<file path="src/hdl/clfsm_pkg.sv">
package clfsm_pkg;

    // operation codes carried in tuser
    localparam logic [1:0] OP_SEND  = 2'd0;
    localparam logic [1:0] OP_RECV  = 2'd1;
    localparam logic [1:0] OP_CLOSE = 2'd2;
    localparam logic [1:0] OP_TAKE  = 2'd3;

    // commands
    localparam logic [2:0] C_HELO     = 3'd0;
    localparam logic [2:0] C_SYN      = 3'd1;
    localparam logic [2:0] C_SYN_ACK  = 3'd2;
    localparam logic [2:0] C_DATA     = 3'd3;
    localparam logic [2:0] C_DATA_ACK = 3'd4;
    localparam logic [2:0] C_CLOSE    = 3'd5;

    // life-cycle states
    localparam logic [2:0] ST_CLOSED      = 3'd0;
    localparam logic [2:0] ST_LISTEN      = 3'd1;
    localparam logic [2:0] ST_SYN_RCVD    = 3'd2;
    localparam logic [2:0] ST_SYN_SENT    = 3'd3;
    localparam logic [2:0] ST_ESTABLISHED = 3'd4;
    localparam logic [2:0] ST_CLOSE_WAIT  = 3'd5;

    // reply codes
    localparam logic [2:0] R_NONE      = 3'd0;
    localparam logic [2:0] R_SYN       = 3'd1;
    localparam logic [2:0] R_SYN_ACK   = 3'd2;
    localparam logic [2:0] R_DATA_ACK  = 3'd3;
    localparam logic [2:0] R_CLOSE_ACK = 3'd4;

    // sequence base loaded on syn
    localparam logic [15:0] SYN_SEQ_BASE = 16'h0100;

    // result word, accepted in the lowest bit
    typedef struct packed {
        logic [15:0] remote_seq_out;
        logic [15:0] local_seq_out;
        logic [2:0]  reply_code;
        logic [2:0]  life_state;
        logic        accepted;
    } t_result;

endpackage

</file>
<file path="src/hdl/connection_lifecycle_fsm_core.sv">
// Connection life-cycle state machine with a three-way-handshake flavor. Each
// input word carries an operation in tuser (send, receive, force close, take
// local sequence) and a command plus peer sequence in tdata; exactly one result
// word comes back per input word, holding the accepted flag, the new state, a
// reply code and both sequence numbers. One word is accepted every clock cycle
// unless the output stalls; its result appears in the output register on the
// next cycle. The state and sequence registers update in the same edge that
// accepts the word, and the single output register takes a new word whenever it
// is empty or being drained, so throughput is one word per unstalled cycle.
module connection_lifecycle_fsm_core (
    input  logic        i_clk,
    input  logic        i_rst_n,
    input  logic        i_s_axis_tvalid,
    output logic        o_s_axis_tready,
    input  logic [23:0] i_s_axis_tdata,  // cmd[2:0], peer_sequence[18:3], zero pad
    input  logic [1:0]  i_s_axis_tuser,  // op[1:0]
    output logic        o_m_axis_tvalid,
    input  logic        i_m_axis_tready,
    output logic [39:0] o_m_axis_tdata   // accepted[0], life_state[3:1],
                                         // reply_code[6:4], local_seq_out[22:7],
                                         // remote_seq_out[38:23], zero pad
);

    logic [2:0]  r_life_state, n_life_state;
    logic [15:0] r_local_seq, n_local_seq;
    logic [15:0] r_remote_seq, n_remote_seq;
    logic        r_out_valid;
    clfsm_pkg::t_result r_result, n_result;

    logic        w_accept;
    logic [1:0]  w_op;
    logic [2:0]  w_cmd;
    logic [15:0] w_peer;
    logic        w_ok;
    logic [2:0]  w_reply;

    assign w_op   = i_s_axis_tuser;
    assign w_cmd  = i_s_axis_tdata[2:0];
    assign w_peer = i_s_axis_tdata[18:3];

    // output register frees up when empty or drained this cycle
    assign o_s_axis_tready = !r_out_valid || i_m_axis_tready;
    assign w_accept        = i_s_axis_tvalid && o_s_axis_tready;

    // next-state and reply logic
    always_comb begin
        n_life_state = r_life_state;
        n_local_seq  = r_local_seq;
        n_remote_seq = r_remote_seq;
        w_ok         = 1'b0;
        w_reply      = clfsm_pkg::R_NONE;
        case (w_op)
            clfsm_pkg::OP_SEND: begin
                if (w_cmd == clfsm_pkg::C_SYN) begin
                    n_local_seq = clfsm_pkg::SYN_SEQ_BASE;
                end
                if (r_life_state == clfsm_pkg::ST_CLOSED && w_cmd == clfsm_pkg::C_HELO) begin
                    n_life_state = clfsm_pkg::ST_LISTEN;
                    w_ok         = 1'b1;
                end else if (r_life_state == clfsm_pkg::ST_LISTEN
                             && w_cmd == clfsm_pkg::C_SYN) begin
                    n_life_state = clfsm_pkg::ST_SYN_SENT;
                    w_ok         = 1'b1;
                end else if (r_life_state == clfsm_pkg::ST_SYN_RCVD
                             && w_cmd == clfsm_pkg::C_SYN_ACK) begin
                    n_life_state = clfsm_pkg::ST_ESTABLISHED;
                    w_ok         = 1'b1;
                end else if (r_life_state == clfsm_pkg::ST_ESTABLISHED
                             && w_cmd == clfsm_pkg::C_CLOSE) begin
                    n_life_state = clfsm_pkg::ST_CLOSE_WAIT;
                    w_ok         = 1'b1;
                end
            end
            clfsm_pkg::OP_RECV: begin
                // other commands are ignored entirely
                if (w_cmd inside {[clfsm_pkg::C_HELO:clfsm_pkg::C_CLOSE]}) begin
                    if (r_life_state == clfsm_pkg::ST_CLOSED
                        && w_cmd == clfsm_pkg::C_HELO) begin
                        n_life_state = clfsm_pkg::ST_LISTEN;
                        w_reply      = clfsm_pkg::R_SYN;
                        w_ok         = 1'b1;
                    end else if (r_life_state == clfsm_pkg::ST_LISTEN
                                 && w_cmd == clfsm_pkg::C_SYN) begin
                        n_life_state = clfsm_pkg::ST_SYN_RCVD;
                        w_reply      = clfsm_pkg::R_SYN_ACK;
                        w_ok         = 1'b1;
                    end else if ((r_life_state == clfsm_pkg::ST_SYN_SENT
                                  || r_life_state == clfsm_pkg::ST_SYN_RCVD)
                                 && w_cmd == clfsm_pkg::C_SYN_ACK) begin
                        n_life_state = clfsm_pkg::ST_ESTABLISHED;
                        w_ok         = 1'b1;
                    end else if (r_life_state == clfsm_pkg::ST_SYN_RCVD) begin
                        w_reply = clfsm_pkg::R_SYN_ACK;
                    end else if (r_life_state == clfsm_pkg::ST_ESTABLISHED
                                 && w_cmd == clfsm_pkg::C_DATA) begin
                        w_reply = clfsm_pkg::R_DATA_ACK;
                    end else if (r_life_state == clfsm_pkg::ST_ESTABLISHED
                                 && w_cmd == clfsm_pkg::C_CLOSE) begin
                        n_life_state = clfsm_pkg::ST_CLOSED;
                        w_reply      = clfsm_pkg::R_CLOSE_ACK;
                        w_ok         = 1'b1;
                    end else if (r_life_state == clfsm_pkg::ST_CLOSE_WAIT
                                 && w_cmd == clfsm_pkg::C_CLOSE) begin
                        n_life_state = clfsm_pkg::ST_CLOSED;
                        w_ok         = 1'b1;
                    end
                    // a received syn loads both sequence numbers
                    if (w_cmd == clfsm_pkg::C_SYN) begin
                        n_remote_seq = w_peer;
                        n_local_seq  = w_peer + clfsm_pkg::SYN_SEQ_BASE;
                    end
                end
            end
            clfsm_pkg::OP_CLOSE: begin
                n_life_state = clfsm_pkg::ST_CLOSED;
            end
            clfsm_pkg::OP_TAKE: begin
                n_local_seq = r_local_seq + 16'd1;
            end
            default: begin
                n_life_state = r_life_state;
            end
        endcase
    end

    // result word
    always_comb begin
        n_result.accepted       = w_ok;
        n_result.life_state     = n_life_state;
        n_result.reply_code     = w_reply;
        n_result.local_seq_out  = (w_op == clfsm_pkg::OP_TAKE) ? r_local_seq : n_local_seq;
        n_result.remote_seq_out = n_remote_seq;
    end

    // connection state registers
    always_ff @(posedge i_clk) begin
        if (!i_rst_n) begin
            r_life_state <= clfsm_pkg::ST_CLOSED;
            r_local_seq  <= 16'd0;
            r_remote_seq <= 16'd0;
        end else if (w_accept) begin
            r_life_state <= n_life_state;
            r_local_seq  <= n_local_seq;
            r_remote_seq <= n_remote_seq;
        end
    end

    // output register valid
    always_ff @(posedge i_clk) begin
        if (!i_rst_n) begin
            r_out_valid <= 1'b0;
        end else if (w_accept) begin
            r_out_valid <= 1'b1;
        end else if (i_m_axis_tready) begin
            r_out_valid <= 1'b0;
        end
    end

    // output register payload
    always_ff @(posedge i_clk) begin
        if (w_accept) begin
            r_result <= n_result;
        end
    end

    assign o_m_axis_tvalid = r_out_valid;
    assign o_m_axis_tdata  = {1'b0, r_result};

    // force close always lands in closed
    a_force_close: assert property (@(posedge i_clk) disable iff (!i_rst_n)
        (w_accept && w_op == clfsm_pkg::OP_CLOSE) |=> r_life_state == clfsm_pkg::ST_CLOSED)
        else $error("force close did not reach closed");

    // sequence take bumps local sequence by one
    a_take_incr: assert property (@(posedge i_clk) disable iff (!i_rst_n)
        (w_accept && w_op == clfsm_pkg::OP_TAKE)
        |=> r_local_seq == 16'($past(r_local_seq) + 16'd1))
        else $error("local sequence not incremented on take");

    // result reflects the registered state of the word just taken
    a_result_state: assert property (@(posedge i_clk) disable iff (!i_rst_n)
        w_accept |=> (r_result.life_state == r_life_state
                      && r_result.remote_seq_out == r_remote_seq))
        else $error("result word disagrees with state registers");

    // a syn reply only comes with the move into listen
    a_syn_reply: assert property (@(posedge i_clk) disable iff (!i_rst_n)
        (r_out_valid && r_result.reply_code == clfsm_pkg::R_SYN)
        |-> (r_result.accepted && r_result.life_state == clfsm_pkg::ST_LISTEN))
        else $error("syn reply without transition to listen");

endmodule

</file>
<file path="config.mk">
export PLATFORM = sky130hd
export DESIGN_NAME = connection_lifecycle_fsm_core
export DESIGN_NICKNAME = d
export VERILOG_FILES = /design/src/hdl/clfsm_pkg.sv /design/src/hdl/connection_lifecycle_fsm_core.sv
export SDC_FILE = /design/constraint.sdc
export NUM_CORES = 1
export LEC_CHECK = 0
export ABC_AREA = 1
export BUFFER_PORTS_ARGS = -buffer_cell sky130_fd_sc_hd__buf_2
export CAP_MARGIN = 20
export CORE_UTILIZATION = 33
export DETAILED_ROUTE_END_ITERATION = 16
export PLACE_DENSITY = 0.62
export RECOVER_POWER = 100
export SKIP_CTS_REPAIR_TIMING = 1
export SLEW_MARGIN = 20
export SYNTH_ARGS = -nofsm -noshare
export SYNTH_HDL_FRONTEND = slang
export SYNTH_SLANG_ARGS = --single-unit
</file>
<file path="constraint.sdc">
create_clock -name i_clk -period 2 [get_ports i_clk]
set_clock_uncertainty 0.2 [all_clocks]
set_input_delay 0.1 -clock i_clk [delete_from_list [all_inputs] [get_ports i_clk]]
set_output_delay 0.1 -clock i_clk [all_outputs]
set_load 0.005 [all_outputs]
</file>
==> results.toml <==
[run_status]
run_status = "finished with violations"
violations = "hold timing"

[global_route]
antenna_found_initial = 0
grt_pass1_wl_um = 17870
grt_usage_pct = 18.26
grt_pass1_vias = 3587
grt_max_degree = 49
gr-total-overflow = 0

[sta]
period_needed_ps = 1842
finalCritPeriodShare_pct = 92.12
fmax_ghz = 0.5428
fin_worst_hold_slack_ps = -25.33
finalSetupViolCount = 0
maxSlewViolCount = 0
slew_headroom_pct = 59.20
setup_ws_ps = 157.6
rsz0062_at_grt = "true"
final.setup.tns_ps = 0
worst_pin_slew_ps = 612.0
hold_viol = 2

[die]
die-width_um = 112.7
start_util_pct = 33.83
ios = 72
die_area_mm2 = 0.01271
die_h_um = 112.7
core-area_mm2 = 0.01196
rows = 40

[final_layout]
final_common_cell = "nand2_1"
syn2layout_area_growth_pct = 20.72
final_nets = 641
fin_util_pct = 40.84
num_antenna_cells = 0
drive_above_1_share_pct = 14.17
final_cell_mix = "103 x nand2_1, 78 x inv_1, 56 x o21ai_0"

[logic_synthesis]
yosysUniqueCellTypes = 40
yosysWarnings = 0
ys.flop_type = "edfxtp_1"
syn_avg_cell_area_um2 = 7.635
syn_inst = 530
yosys_register_bits = 75
synth_nets = 562
ys_seq_area_share_pct = 46.75
synth_edf_count = 39
postSynth.asyncResetShare_pct = 0
netlist_area_mm2 = 0.004046

[detailed_routing]
vias_per_cell = 5.050
vias = 3843
first_iter_violations = 248
drc_errors = 0
postRouteAntennaNets = 0
wl_um = 11110
wl_per_cell_um = 14.60
first_pass_iters = 5

[clock_network]
cts_inserted_buffers = 9
htreeDepth = 3
clock_latency_ps = 330
clk_pin_slew_ps = 60
cts_root_buffer = "clkbuf_16"
clock_path_buffers = 2
cts_tree = "yes"
cts.sinks = 75

[min_path]
min_path_type = "primary input to flop"

[place]
dp_hpwl_um = 8055
place_congestion = 0.9304
place_ws_ps = 129.7
port_buffers = 65

[critical_path]
path_max_fanout = 7
cp.arrival_ps = 1720
critPathKind = "flop to flop"
end_kind = "flop"
required_ps = 1870
critPathLaunchType = "flop"

[run]
drv_cap = 0

[power_and_ir_drop]
peakVddDrop_mv = 0.3787
power_mw = 3.854
leakagePower_nw = 2.116
power_density_mw_per_mm2 = 789.0
## cells in the mapped netlist, drive strengths merged (6+ instances only)
master | n | area, µm²
nand2 | 106 | 410.4
inv | 80 | 300.3
o21ai | 68 | 366.6
nor2 | 57 | 224.0
nand3 | 50 | 272.8
edfxtp | 39 | 1171
dfxtp | 36 | 720.7
a21oi | 35 | 178.9
buf | 14 | 106.3
nand4 | 11 | 68.82
clkbuf | 6 | 22.52
nor3 | 6 | 30.03
## worst paths after layout
kind / start / end / slack (ps) / cells past startpoint
setup / recovery: r_local_seq[3]$_SDFFE_PN0P_ / o_m_axis_tdata[16]$_DFFE_PP_ / 160 / 7
hold / removal: i_s_axis_tdata[4] / o_m_axis_tdata[8]$_DFFE_PP_ / -30 / 3
setup reg to reg: r_local_seq[3]$_SDFFE_PN0P_ / o_m_axis_tdata[16]$_DFFE_PP_ / 160 / 7
hold reg to reg: o_m_axis_tvalid$_SDFFE_PN0P_ / o_m_axis_tvalid$_SDFFE_PN0P_ / 310 / 2
## worst max-delay path, stage by stage (launching register included)
cell     delay, ps
dfxtp_1        450
nand2_1        110
nor2_1         140
nand2_1        130
nor2_1         250
nand2_1         90
nand3_1        100
a31oi_1        110
## metal layers
metal,global-route usage (%),share of wire (%),up-vias
li1,-,-,1928
met1,23.79,46,1782
met2,29.96,46,116
met3,4.017,5.9,17
met4,6.311,1.9,0
met5,0,0,-
## flip-flops by register name, summed over array words and instances (netlist names)
signal,flops
r_life_state,3
o_m_axis_tdata,39
o_m_axis_tvalid,1
r_remote_seq,16
r_local_seq,16
## area by class of cell
cell class,count,area (µm²)
clock buffers,9,225.2
well taps,147,183.9
multi-input cells,355,1719
fillers,1231,7077
flip-flops and latches,75,1893
inverters,80,300.3
repair buffers,88,509.2
clock inverters,7,53.80
## kinds of logic (layout without fill, tap and decap cells)
logic type | Yosys count | in the layout | share of synthesized area, %
compound gates | 119 | 119 | 16.51
flops | 75 | 75 | 46.75
buf+inv | 100 | 184 | 10.61
other cells | 1 | 1 | 0.09268
xor+xnor | 1 | 1 | 0.2165
simple gates | 232 | 232 | 25.20
fa+ha+maj | 2 | 2 | 0.6183
## power breakdown
group / leakage [nW] / total [mW] / switching, mW / internal (mW)
Clock: 0.130 / 1.51 / 0.662 / 0.846
Sequential: 0.690 / 1.82 / 0.0618 / 1.75
Combinational: 1.30 / 0.530 / 0.341 / 0.189
## stage by stage
step	instances	cell area [µm²]
floorplan	530	4046
global placement	735	4562
detailed placement	735	4562
CTS	751	4841
global route	761	4885
finish	761	4885
Power figures use the tool's default switching activity.
